## src/design/nwpe_pkg.sv

```systemverilog
// nwpe_pkg: shared constants, parity masks and the queue entry type
// for the navigation word parity encoder; no dependencies
`default_nettype none

package nwpe_pkg;

    // fixed frame structure
    localparam int WORDS_PER_SUBFRAME  = 10;
    localparam int SUBFRAMES_PER_FRAME = 5;

    // default depth of the queue between front and back
    localparam int FIFO_DEPTH = 4;

    // field widths
    localparam int DATA_W = 24;
    localparam int TOW_W  = 17;
    localparam int SF_W   = 3;
    localparam int WEEK_W = 10;
    localparam int WORD_W = 30;
    localparam int IDX_W  = 4;

    // word positions within a subframe
    localparam logic [IDX_W-1:0] HOW_WORD  = IDX_W'(1);
    localparam logic [IDX_W-1:0] WEEK_WORD = IDX_W'(2);
    localparam logic [IDX_W-1:0] LAST_WORD = IDX_W'(WORDS_PER_SUBFRAME - 1);

    // subframe numbering runs first..last
    localparam logic [SF_W-1:0] FIRST_SUBFRAME = SF_W'(1);
    localparam logic [SF_W-1:0] LAST_SUBFRAME  = SF_W'(SUBFRAMES_PER_FRAME);

    // parity equations for D25..D30 over the data field D1..D24
    localparam logic [WORD_W-1:0] PARITY_MASK [6] = '{
        30'h3B1F3480, 30'h1D8F9A40, 30'h2EC7CD00,
        30'h1763E680, 30'h2BB1F340, 30'h0B7A89C0
    };

    // data field D1..D24 inside a transmitted word
    localparam logic [WORD_W-1:0] DATA_FIELD = 30'h3FFFFFC0;

    // one classified word waiting for encoding
    typedef struct packed {
        logic [DATA_W-1:0] data;        // d1..d24 with counts inserted
        logic [IDX_W-1:0]  idx;         // word position in subframe
        logic              restart;     // clear the parity chain first
        logic              fix_parity;  // force D29 and D30 to zero
        logic              last;        // last word of its subframe
    } t_work;

endpackage

`default_nettype wire

```

## src/design/nav_word_parity_encoder.sv

```systemverilog
// nav_word_parity_encoder: top level joining front, queue and back
// uses nwpe_pkg, nwpe_front, nwpe_fifo, nwpe_back
//
//  channel   | direction | handshake                      | payload
//  s_axis    | in        | s_axis_tvalid / s_axis_tready  | tdata, tuser (restart)
//  m_axis    | out       | m_axis_tvalid / m_axis_tready  | tdata, tlast (subframe end)
//  cfg       | in        | i_cfg_wr_en                    | i_cfg_wr_data (week number)
//
// one word in and one word out per cycle when neither side stalls
// a word passes the queue write, then the parity stage into the output register
// the queue holds FIFO_DEPTH words; with the output stalled, tready drops once it is full
// i_rst_n is synchronous; it clears counters, chain bits, queue and output valid
`default_nettype none

module nav_word_parity_encoder #(
    parameter int FIFO_DEPTH = nwpe_pkg::FIFO_DEPTH
) (
    input  wire logic                        i_clk,
    input  wire logic                        i_rst_n,
    // source_bits[23:0], tow_start[40:24], start_subframe[43:41], zero[47:44]
    input  wire logic [47:0]                 s_axis_tdata,
    // restart[0]
    input  wire logic                        s_axis_tuser,
    input  wire logic                        s_axis_tvalid,
    output logic                             s_axis_tready,
    // encoded_word[29:0], word_index[33:30], zero[39:34]
    output logic [39:0]                      m_axis_tdata,
    output logic                             m_axis_tlast,
    output logic                             m_axis_tvalid,
    input  wire logic                        m_axis_tready,
    input  wire logic                        i_cfg_wr_en,
    input  wire logic [nwpe_pkg::WEEK_W-1:0] i_cfg_wr_data
);

    nwpe_pkg::t_work              work, head;
    logic                         accept;
    logic                         not_full, not_empty, pop;
    logic [nwpe_pkg::WORD_W-1:0]  out_word;
    logic [nwpe_pkg::IDX_W-1:0]   out_idx;

    assign s_axis_tready = not_full;
    assign accept        = s_axis_tvalid && not_full;

    // front: counting and insertion
    nwpe_front u_front (
        .i_clk            (i_clk),
        .i_rst_n          (i_rst_n),
        .i_cfg_wr_en      (i_cfg_wr_en),
        .i_cfg_wr_data    (i_cfg_wr_data),
        .i_accept         (accept),
        .i_source_bits    (s_axis_tdata[23:0]),
        .i_restart        (s_axis_tuser),
        .i_tow_start      (s_axis_tdata[40:24]),
        .i_start_subframe (s_axis_tdata[43:41]),
        .o_work           (work)
    );

    // queue between the halves
    nwpe_fifo #(
        .DEPTH (FIFO_DEPTH)
    ) u_fifo (
        .i_clk       (i_clk),
        .i_rst_n     (i_rst_n),
        .i_push      (accept),
        .i_wdata     (work),
        .i_pop       (pop),
        .o_head      (head),
        .o_not_empty (not_empty),
        .o_not_full  (not_full)
    );

    // back: parity encoding and output register
    nwpe_back u_back (
        .i_clk        (i_clk),
        .i_rst_n      (i_rst_n),
        .i_head       (head),
        .i_head_valid (not_empty),
        .i_tready     (m_axis_tready),
        .o_pop        (pop),
        .o_tvalid     (m_axis_tvalid),
        .o_word       (out_word),
        .o_idx        (out_idx),
        .o_last       (m_axis_tlast)
    );

    assign m_axis_tdata = {6'b0, out_idx, out_word};

`ifndef NO_ASSERTIONS
    a_out_holds: assert property (@(posedge i_clk) disable iff (!i_rst_n)
        (m_axis_tvalid && !m_axis_tready) |=> (m_axis_tvalid && $stable(m_axis_tdata)))
        else $error("output word changed while stalled");
`endif

endmodule

`default_nettype wire

```

## src/design/nwpe_front.sv

```systemverilog
// nwpe_front: word, subframe and time-of-week counting, count insertion
// and week number register; uses nwpe_pkg
`default_nettype none

module nwpe_front (
    input  wire logic                        i_clk,
    input  wire logic                        i_rst_n,
    input  wire logic                        i_cfg_wr_en,
    input  wire logic [nwpe_pkg::WEEK_W-1:0] i_cfg_wr_data,
    input  wire logic                        i_accept,
    input  wire logic [nwpe_pkg::DATA_W-1:0] i_source_bits,
    input  wire logic                        i_restart,
    input  wire logic [nwpe_pkg::TOW_W-1:0]  i_tow_start,
    input  wire logic [nwpe_pkg::SF_W-1:0]   i_start_subframe,
    output nwpe_pkg::t_work                  o_work
);

    logic [nwpe_pkg::WEEK_W-1:0] r_week;
    logic [nwpe_pkg::IDX_W-1:0]  r_word_count, n_word_count;
    logic [nwpe_pkg::SF_W-1:0]   r_subframe, n_subframe;
    logic [nwpe_pkg::TOW_W-1:0]  r_tow, n_tow;

    logic [nwpe_pkg::IDX_W-1:0]  cur_word;
    logic [nwpe_pkg::SF_W-1:0]   cur_subframe;
    logic [nwpe_pkg::TOW_W-1:0]  cur_tow;
    logic                        sf_in_range;
    logic [nwpe_pkg::DATA_W-1:0] data;
    logic                        last;

    // counts in force for this word, restart loads them first
    always_comb begin
        sf_in_range  = (i_start_subframe >= nwpe_pkg::FIRST_SUBFRAME) &&
                       (i_start_subframe <= nwpe_pkg::LAST_SUBFRAME);
        cur_word     = i_restart ? '0 : r_word_count;
        cur_subframe = i_restart ? (sf_in_range ? i_start_subframe : nwpe_pkg::FIRST_SUBFRAME)
                                 : r_subframe;
        cur_tow      = i_restart ? i_tow_start : r_tow;
    end

    // or the time of week into the HOW and the week number into subframe one
    always_comb begin
        data = i_source_bits;
        if (cur_word == nwpe_pkg::HOW_WORD) begin
            data = data | {cur_tow, 7'b0};
        end
        if ((cur_subframe == nwpe_pkg::FIRST_SUBFRAME) &&
            (cur_word == nwpe_pkg::WEEK_WORD)) begin
            data = data | {r_week, 14'b0};
        end
        last = (cur_word >= nwpe_pkg::LAST_WORD);
    end

    // classified word for the queue
    always_comb begin
        o_work.data       = data;
        o_work.idx        = cur_word;
        o_work.restart    = i_restart;
        o_work.fix_parity = (cur_word == nwpe_pkg::HOW_WORD) || last;
        o_work.last       = last;
    end

    // counter advance after this word
    always_comb begin
        n_word_count = cur_word + 1'b1;
        n_subframe   = cur_subframe;
        n_tow        = cur_tow;
        if (last) begin
            n_word_count = '0;
            n_subframe   = (cur_subframe >= nwpe_pkg::LAST_SUBFRAME) ?
                           nwpe_pkg::FIRST_SUBFRAME : cur_subframe + 1'b1;
            n_tow        = cur_tow + 1'b1;
        end
    end

    always_ff @(posedge i_clk) begin
        if (!i_rst_n) begin
            r_week       <= '0;
            r_word_count <= '0;
            r_subframe   <= nwpe_pkg::FIRST_SUBFRAME;
            r_tow        <= '0;
        end else begin
            if (i_cfg_wr_en) begin
                r_week <= i_cfg_wr_data;
            end
            if (i_accept) begin
                r_word_count <= n_word_count;
                r_subframe   <= n_subframe;
                r_tow        <= n_tow;
            end
        end
    end

`ifndef NO_ASSERTIONS
    a_word_range: assert property (@(posedge i_clk) disable iff (!i_rst_n)
        r_word_count <= nwpe_pkg::LAST_WORD)
        else $error("word count beyond subframe length");

    a_subframe_range: assert property (@(posedge i_clk) disable iff (!i_rst_n)
        (r_subframe >= nwpe_pkg::FIRST_SUBFRAME) && (r_subframe <= nwpe_pkg::LAST_SUBFRAME))
        else $error("subframe count out of range");
`endif

endmodule

`default_nettype wire

```

## src/design/nwpe_fifo.sv

```systemverilog
// nwpe_fifo: short queue of classified words between front and back
// uses nwpe_pkg for the entry type
`default_nettype none

module nwpe_fifo #(
    parameter int DEPTH = nwpe_pkg::FIFO_DEPTH
) (
    input  wire logic   i_clk,
    input  wire logic   i_rst_n,
    input  wire logic   i_push,
    input  wire nwpe_pkg::t_work i_wdata,
    input  wire logic   i_pop,
    output nwpe_pkg::t_work o_head,
    output logic        o_not_empty,
    output logic        o_not_full
);

    localparam int PTR_W = $clog2(DEPTH);
    localparam int CNT_W = $clog2(DEPTH + 1);

    nwpe_pkg::t_work   r_mem [DEPTH];
    logic [PTR_W-1:0]  r_wr_ptr, r_rd_ptr;
    logic [CNT_W-1:0]  r_count;

    assign o_head      = r_mem[r_rd_ptr];
    assign o_not_empty = (r_count != '0);
    assign o_not_full  = (r_count != CNT_W'(DEPTH));

    // entry storage
    always_ff @(posedge i_clk) begin
        if (i_push) begin
            r_mem[r_wr_ptr] <= i_wdata;
        end
    end

    // pointers and fill level
    always_ff @(posedge i_clk) begin
        if (!i_rst_n) begin
            r_wr_ptr <= '0;
            r_rd_ptr <= '0;
            r_count  <= '0;
        end else begin
            if (i_push) begin
                r_wr_ptr <= (r_wr_ptr == PTR_W'(DEPTH - 1)) ? '0 : r_wr_ptr + 1'b1;
            end
            if (i_pop) begin
                r_rd_ptr <= (r_rd_ptr == PTR_W'(DEPTH - 1)) ? '0 : r_rd_ptr + 1'b1;
            end
            if (i_push && !i_pop) begin
                r_count <= r_count + 1'b1;
            end else if (i_pop && !i_push) begin
                r_count <= r_count - 1'b1;
            end
        end
    end

`ifndef NO_ASSERTIONS
    a_no_overflow: assert property (@(posedge i_clk) disable iff (!i_rst_n)
        i_push |-> (o_not_full || i_pop))
        else $error("push into full queue");

    a_no_underflow: assert property (@(posedge i_clk) disable iff (!i_rst_n)
        i_pop |-> o_not_empty)
        else $error("pop from empty queue");
`endif

endmodule

`default_nettype wire

```

## src/design/nwpe_back.sv

```systemverilog
// nwpe_back: parity chain, d23/d24 solving and registered output word
// uses nwpe_pkg for masks and the entry type
`default_nettype none

module nwpe_back (
    input  wire logic                        i_clk,
    input  wire logic                        i_rst_n,
    input  wire nwpe_pkg::t_work             i_head,
    input  wire logic                        i_head_valid,
    input  wire logic                        i_tready,
    output logic                             o_pop,
    output logic                             o_tvalid,
    output logic [nwpe_pkg::WORD_W-1:0]      o_word,
    output logic [nwpe_pkg::IDX_W-1:0]       o_idx,
    output logic                             o_last
);

    logic                         r_prev29, r_prev30;
    logic                         r_valid;
    logic [nwpe_pkg::WORD_W-1:0]  r_word, n_word;
    logic [nwpe_pkg::IDX_W-1:0]   r_idx;
    logic                         r_last;
    logic                         c29, c30;

    // encode one word against the chain bits of the previous one
    function automatic logic [nwpe_pkg::WORD_W-1:0] f_encode(
        input logic [nwpe_pkg::DATA_W-1:0] data,
        input logic                        b29,
        input logic                        b30,
        input logic                        fix_parity
    );
        logic [nwpe_pkg::WORD_W-1:0] d;
        logic [nwpe_pkg::WORD_W-1:0] w;
        d = {data, 6'b0};
        if (fix_parity) begin
            if ((b30 ^ (^(nwpe_pkg::PARITY_MASK[4] & d))) != 1'b0) begin
                d[6] = ~d[6];
            end
            if ((b29 ^ (^(nwpe_pkg::PARITY_MASK[5] & d))) != 1'b0) begin
                d[7] = ~d[7];
            end
        end
        w    = b30 ? (d ^ nwpe_pkg::DATA_FIELD) : d;
        w[5] = b29 ^ (^(nwpe_pkg::PARITY_MASK[0] & d));
        w[4] = b30 ^ (^(nwpe_pkg::PARITY_MASK[1] & d));
        w[3] = b29 ^ (^(nwpe_pkg::PARITY_MASK[2] & d));
        w[2] = b30 ^ (^(nwpe_pkg::PARITY_MASK[3] & d));
        w[1] = b30 ^ (^(nwpe_pkg::PARITY_MASK[4] & d));
        w[0] = b29 ^ (^(nwpe_pkg::PARITY_MASK[5] & d));
        return w;
    endfunction

    // take the next word whenever the output register is free or draining
    assign o_pop = i_head_valid && (!r_valid || i_tready);

    // chain bits, cleared by a restart word
    always_comb begin
        c29    = i_head.restart ? 1'b0 : r_prev29;
        c30    = i_head.restart ? 1'b0 : r_prev30;
        n_word = f_encode(i_head.data, c29, c30, i_head.fix_parity);
    end

    // control: valid flag and chain
    always_ff @(posedge i_clk) begin
        if (!i_rst_n) begin
            r_valid  <= 1'b0;
            r_prev29 <= 1'b0;
            r_prev30 <= 1'b0;
        end else begin
            if (o_pop) begin
                r_valid  <= 1'b1;
                r_prev29 <= n_word[1];
                r_prev30 <= n_word[0];
            end else if (i_tready) begin
                r_valid  <= 1'b0;
            end
        end
    end

    // output payload
    always_ff @(posedge i_clk) begin
        if (o_pop) begin
            r_word <= n_word;
            r_idx  <= i_head.idx;
            r_last <= i_head.last;
        end
    end

    assign o_tvalid = r_valid;
    assign o_word   = r_word;
    assign o_idx    = r_idx;
    assign o_last   = r_last;

`ifndef NO_ASSERTIONS
    a_solved_parity: assert property (@(posedge i_clk) disable iff (!i_rst_n)
        (o_pop && i_head.fix_parity) |=> (r_word[1:0] == 2'b00))
        else $error("solved word left nonzero D29/D30");
`endif

endmodule

`default_nettype wire

```

## config.mk

```make
export PLATFORM = sky130hd
export DESIGN_NAME = nav_word_parity_encoder
export DESIGN_NICKNAME = d
export VERILOG_FILES = /design/src/design/nwpe_pkg.sv /design/src/design/nav_word_parity_encoder.sv /design/src/design/nwpe_front.sv /design/src/design/nwpe_fifo.sv /design/src/design/nwpe_back.sv
export SDC_FILE = /design/constraint.sdc
export NUM_CORES = 1
export LEC_CHECK = 0
export ABC_AREA = 1
export CORE_MARGIN = 8
export CORE_UTILIZATION = 30
export CTS_BUF_LIST = sky130_fd_sc_hd__clkbuf_4 sky130_fd_sc_hd__clkbuf_8
export CTS_CLUSTER_SIZE = 16
export DETAILED_ROUTE_END_ITERATION = 10
export DONT_BUFFER_PORTS = 1
export GPL_TIMING_DRIVEN = 0
export SLEW_MARGIN = 20
export SYNTH_ARGS = -nofsm -noshare
export SYNTH_HDL_FRONTEND = slang
export SYNTH_SLANG_ARGS = --single-unit
```

## constraint.sdc

```tcl
create_clock -name i_clk -period 5.07 [get_ports i_clk]
set_clock_uncertainty 0.1 [all_clocks]
set_input_delay 0.507 -clock i_clk [delete_from_list [all_inputs] [get_ports i_clk]]
set_output_delay 0.507 -clock i_clk [all_outputs]
set_load 0.02 [all_outputs]
```

==> metrics.cfg, run 1 <==
[run_status]
outcome = completed

[cells_and_area]
final_core_util_pct = 35.12
syn2layout_area_growth_pct = 15.27
seq_area_um2 = 5695
num-fill-cells = 3415
fin_cells = 1617
final_nets = 1221
antenna_cells = 0
drive_above_1_share_pct = 12.92
multi_input_area_um2 = 3896

[sta]
clock.fmax_mhz = 329.6
tns_ns = 0
slew_headroom_pct = 47.09
fin_crit_ns = 3.034
finalCritPeriodShare_pct = 59.84
finalSetupViolCount = 0
drv_slew = 0
tightest_slew_ns = 0.7853
hold_ws_ns = 0.1026
hold_violations = 0
rsz0062_at_grt = no

[detailed_routing]
vias_per_cell = 4.725
drc_errors = 0
firstDrtPassIters = 5
drtIter0Drc = 531
vias = 7640
routed_wirelength_mm = 26.60
avgRoutedWirePerCell_um = 16.45
ant_nets = 0

[job]
drv_cap = 0

[placement]
port_buffers = 0
dp_hpwl_mm = 19.49
place_inst = 1546
place_congestion = 0.9063

[power]
p_per_area_nw_per_um2 = 702.2
power_leakage_nw = 4.817
ir_worst_vdd_mv = 0.5208

[global_route]
grt_start_max_net_pins = 26
grt_pass1_vias = 7470
grt_overflow_total = 0
grt_pass1_wl_mm = 41.02
grt.total_usage_pct = 12.77
antenna_found_initial = 1

[yosys]
yosys.area.top_type_share_pct = 46.73
synth_seq_area_share_pct = 55.74
synth_area_um2 = 10220
ys_ff_latch = 205
syn_inst = 1087
synth.avg_cell_area_um2 = 9.400
yosys-top-cells-area = edfxtp_1 (47%), nand2_1 (10%), dfxtp_1 (9.0%)
synthDistinctLibCells = 49
yosys.area.top_type = edfxtp_1
yosys_warnings = 0

[critical_path]
r2r_slack_ns = 2.04
endpoint_kind = register
critPathKind = reg -> reg
critPathRequiredTime_ns = 5.41
critPathMaxFanout = 10
arrival_ns = 3.38
setup.worst_path.start_class = register

[floorplanning]
die_area_um2 = 40220
start_util_pct = 30.47
core.rowCount = 67
fp.dieW_um = 200.5
die_h_um = 200.5
ios = 107
core_region_area_um2 = 33530

[clocking]
clk_pin_slew_ns = 0.06
cts_buffer_depth = 3
cts.sinks = 205
cts_tree = done
h-tree-depth = 2
clockRootBuffer = clkbuf_8
cts_setup_buffers = 0
clock_latency_ns = 0.52
cts_made_buffers = 35

[min_path]
hp-class = in -> reg

-- final timing paths --
| kind | startpoint | cells past startpoint | endpoint |
|---|---|---|---|
| worst max-delay path | u_fifo.r_count[1] | 13 | u_fifo.r_count[2] |
| worst min-delay path | i_cfg_wr_data[8] | 2 | u_front.r_week[8] |
| worst max register to register | u_fifo.r_count[1] | 13 | u_fifo.r_count[2] |
| worst min register to register | u_front.r_week[5] | 2 | u_front.r_week[5] |
-- synth_stat cells, drive strengths merged --
master    n
nand2   299
edfxtp  159
inv      98
nand3    86
o21ai    81
nor2     69
xor2     52
a21oi    46
dfxtp    46
buf      33
xnor2    17
or2      16
clkbuf   15
ha       13
nor3      7
o21bai    7
o22ai     7
mux2i     6
o211ai    6
nand4     3
o22a      3
a31oi     2
clkinv    2
nor4      2
a211oi    1
a21o      1
a221oi    1
a22oi     1
a32o      1
a32oi     1
conb      1
fa        1
nand3b    1
o211a     1
o21a      1
o221ai    1
-- metal layers --
layer  track usage, %  up-vias  share of wire, %
li1                 -     3734                 -
met3            3.889       51               9.4
met2            19.52      304                43
met1            17.10     3549                45
met4            3.968        2               2.2
met5                0        -             0.049
-- area by class of cell --
cell class              count  share of cell area (%)
clock inverters             8                  0.5631
multi-input cells         739                   33.08
clock buffers              55                   5.471
flip-flops and latches    205                   48.36
well taps                 448                   4.759
plain buffers              48                   2.603
inverters                 100                   3.251
repair buffers             14                   1.912
-- per-stage QoR --
stage | cell area, µm² | total power [W] | worst slack (ns)
after global routing | 11780 | 0.008918 | 1.771
final | 11780 | 0.008270 | 2.036
after CTS | 11780 | 0.008338 | 2.041
after detailed placement | 10990 | 0.006798 | 1.674
after global placement | 10800 | 0.006653 | -0.4980
after floorplan | 10240 | 0.005760 | 0.9529
-- critical path, cell delays in order (launching register included) --
cell and delay [ns]:
dfxtp_1 0.36, inv_1 0.10, nand3_1 0.29, nand2_1 0.26, inv_1 0.25, clkbuf_1 0.46, ha_1 0.24, inv_1 0.07
fa_1 0.38, nor2_1 0.11, nor2_1 0.04, nand2_1 0.07, o21ai_0 0.07, a21oi_1 0.15
-- kinds of logic (layout without fill, tap and decap cells) --
family / after synthesis / count (layout) / share of synthesized area, %
and+or+nand+nor: 483 / 483 / 20.19
DFF: 205 / 205 / 55.74
AOI/OAI and AO/OA: 161 / 161 / 8.768
buffers and inverters: 148 / 225 / 6.747
xor gates and xnor gates: 69 / 69 / 6.135
adders and majority gates: 14 / 14 / 1.788
muxes: 6 / 6 / 0.5878
other: 1 / 6 / 0.03670
-- power breakdown --
part / switching [W] / total [W] / internal, W
sequential: 0.000312 / 0.00269 / 0.00238
combinational: 0.00262 / 0.00406 / 0.00144
clock: 0.000658 / 0.00152 / 0.000860
-- what timing repair did --
| item | 4_1_cts | 5_1_grt |
|---|---|---|
| resized for setup | 0 | 0 |
| hold endpoints to repair | 32 | 0 |
| hold buffers | 8 | 0 |
-- cell usage in the layout, fill, tap and decap left out, drive strengths merged, types with 3 or more instances in the layout --
master         n
a21oi         46
buf           39
clkbuf        70
clkinv         7
conb           6
dfxtp         46
dlygate4sd3    8
edfxtp       159
ha            13
inv           99
mux2i          6
nand2        299
nand3         86
nand4          3
nor2          69
nor3           7
o211ai         6
o21ai         81
o21bai         7
o22a           3
o22ai          7
or2           16
xnor2         17
xor2          52
-- state kept, by name (all words and copies together) (netlist names), named ones only --
name / cells
u_front.r_subframe: 3
u_back.o_last: 1
u_fifo.r_wr_ptr: 2
u_front.r_week: 10
u_front.r_tow: 17
u_fifo.r_rd_ptr: 2
u_back.o_word: 30
u_back.r_prev29: 1
u_fifo.r_count: 3
u_back.r_prev30: 1
u_front.r_word_count: 4
u_back.o_idx: 4
u_fifo.r_mem: 124
u_back.o_tvalid: 1
Note: power is estimated with default switching activity, not from simulation.
==> run 2, diff against run 1 <==
==> constraint.sdc (replaced) <==
create_clock -name i_clk -period 2.9 [get_ports i_clk]
set_clock_uncertainty 0.1 [all_clocks]
set_input_delay 0.29 -clock i_clk [delete_from_list [all_inputs] [get_ports i_clk]]
set_output_delay 0.29 -clock i_clk [all_outputs]
set_load 0.02 [all_outputs]
==> run 2 against run 1 <==
Setup slack worse by 1.8 ns. Via count up 1.4%. Utilization up 0.81 points. Cell area up 2.3%. Register-to-register slack worse by 1.8 ns. Critical path type is now in -> reg. Critical endpoint is now u_fifo.r_mem[3][21].
==> metrics.cfg, run 2 (synthesis results as in run 1) <==
[clocking]
cts.sinks = 205
cts_buffer_depth = 3
cts_tree = done
clk_pin_slew_ns = 0.06
clockRootBuffer = clkbuf_8
cts_made_buffers = 36
clock_latency_ns = 0.53
h-tree-depth = 2

[placement]
preCtsSetupSlack_ns = -0.2477
place_congestion = 0.9119
port_buffers = 0
placed_area_um2 = 10990
dp_hpwl_mm = 19.74
place_inst = 1546

[sta]
tns_ns = 0
drv_slew = 0
fin_crit_ns = 2.704
hold_violations = 0
layout_setup_ws_ns = 0.1963
tightest_slew_ns = 0.9865
rsz0062_at_grt = yes
finalSetupViolCount = 0
clock.fmax_mhz = 369.9
slew_headroom_pct = 33.54
finalCritPeriodShare_pct = 93.23

[detailed_routing]
avgRoutedWirePerCell_um = 16.60
ant_nets = 0
routed_wirelength_mm = 27.20
firstDrtPassIters = 5
vias_per_cell = 4.725
drtIter0Drc = 493
drc_errors = 0
vias = 7744

[floorplanning]
start_util_pct = 30.47
core_region_area_um2 = 33530
die_area_um2 = 40220
die_h_um = 200.5
ios = 107
core.rowCount = 67
fp.dieW_um = 200.5

[critical_path]
critPathMaxFanout = 10
r2r_start = u_front.r_subframe[0]
slowest_stage = o21ai_0
endpoint_kind = register
rr_worst_depth = 6
arrival_ns = 2.79
critPathRequiredTime_ns = 2.98
critPathKind = in -> reg
startpoint = s_axis_tuser
r2r_slack_ns = 0.20
path_cells = buf_2, buf_2, mux2i_1, o21a_1, inv_1, ha_1, nand4_1, o21ai_0
slowest_delay_ns = 0.97
rr_endpoint = u_fifo.r_mem[3][21]
setup.worst_path.start_class = input pin
cpMostUsedCell = buf_2
cp_top_family = compound AO/OA/AOI/OAI gates
crit_buf_inv = 3

[global_route]
grt_pass1_wl_mm = 41.88
grt.total_usage_pct = 13.09
grt_start_max_net_pins = 27
grt_pass1_vias = 7625
antenna_found_initial = 1
grt_overflow_total = 0

[cells_and_area]
final_core_util_pct = 35.93
syn2layout_area_growth_pct = 17.92
largest_register = u_fifo.r_mem
final_area_um2 = 12050
final_cell_mix = nand2_1 (267), edfxtp_1 (159), inv_1 (93)
final_common_cell = nand2_1
largest_reg_flops = 124
num-fill-cells = 3430
fin_cells = 1639
antenna_cells = 0
final_nets = 1241
drive_above_1_share_pct = 14.19

[min_path]
hp-class = in -> reg
hp-start = s_axis_tdata[39]
hold_depth = 3
worstHoldEndpoint = u_front.r_tow[15]

[job]
drv_cap = 0

[run_status]
outcome = completed

[power]
p_per_area_nw_per_um2 = 1211
ir_worst_vdd_mv = 0.8260
power_leakage_nw = 4.915

-- run 2: cell types whose count changed in the layout (fill, tap and decap cells not counted), sizes merged --
cell / before / now
clkinv: 7 / 12
inv: 99 / 97
buf: 39 / 40
dlygate4sd3: 8 / 25
clkbuf: 70 / 69
clkinvlp: 1 / 3
-- run 2: worst reg2reg max path, stage by stage (launching register included) --
cell and delay [ns]:
dfxtp_1 0.33, mux2i_1 0.07, o21a_1 0.12, inv_1 0.11, ha_1 0.19, nand4_1 0.45
o21ai_0 0.97
-- run 2: power by group --
| part | internal, W | switching (W) |
|---|---|---|
| Clock | 0.00150 | 0.00116 |
| Sequential | 0.00417 | 0.000555 |
| Combinational | 0.00259 | 0.00462 |
-- run 2: worst max path at each step --
stage               cells after the start             endpoint
finish                                  8  u_fifo.r_mem[3][21]
detailed placement                     10  u_fifo.r_mem[0][20]
global route                           22     u_back.o_word[0]
floorplan                               5   u_fifo.r_mem[0][0]
global placement                        5   u_fifo.r_mem[3][7]
CTS                                    17     u_back.o_word[0]
-- run 2: cell type report --
type	count	area, µm²	area share, %
sequential	205	5695	47.27
multi-input combinational	739	3944	32.73
clock buffer	53	635.6	5.276
tap	448	560.5	4.653
timing repair buffer	34	425.4	3.531
inverter	100	386.6	3.209
buffer	47	314.1	2.607
clock inverter	13	86.33	0.7166
-- run 2: metrics by stage --
stage          total power [W]  hold WS [ns]
2_1_floorplan          0.01007        0.2889
3_3_place_gp           0.01162        0.2895
3_5_place_dp           0.01188        0.2894
4_1_cts                0.01461       0.01400
5_1_grt                0.01571       0.02949
6_report               0.01459       0.05648
-- run 2: routing by layer --
layer	GRT usage [%]	part of all wire (%)	routed length, µm
met2	20.59	44	12090
met3	4.373	9.5	2577
met4	3.811	1.9	506
met1	16.91	44	12030
met5	0	0	0
-- run 2: repair_timing --
item,CTS,global route
setup endpoints to repair,2,21
pin swaps,0,1
endpoints found under the hold margin,67,0
hold buffers,25,0
buffers inserted,0,3
gates resized for setup,0,23
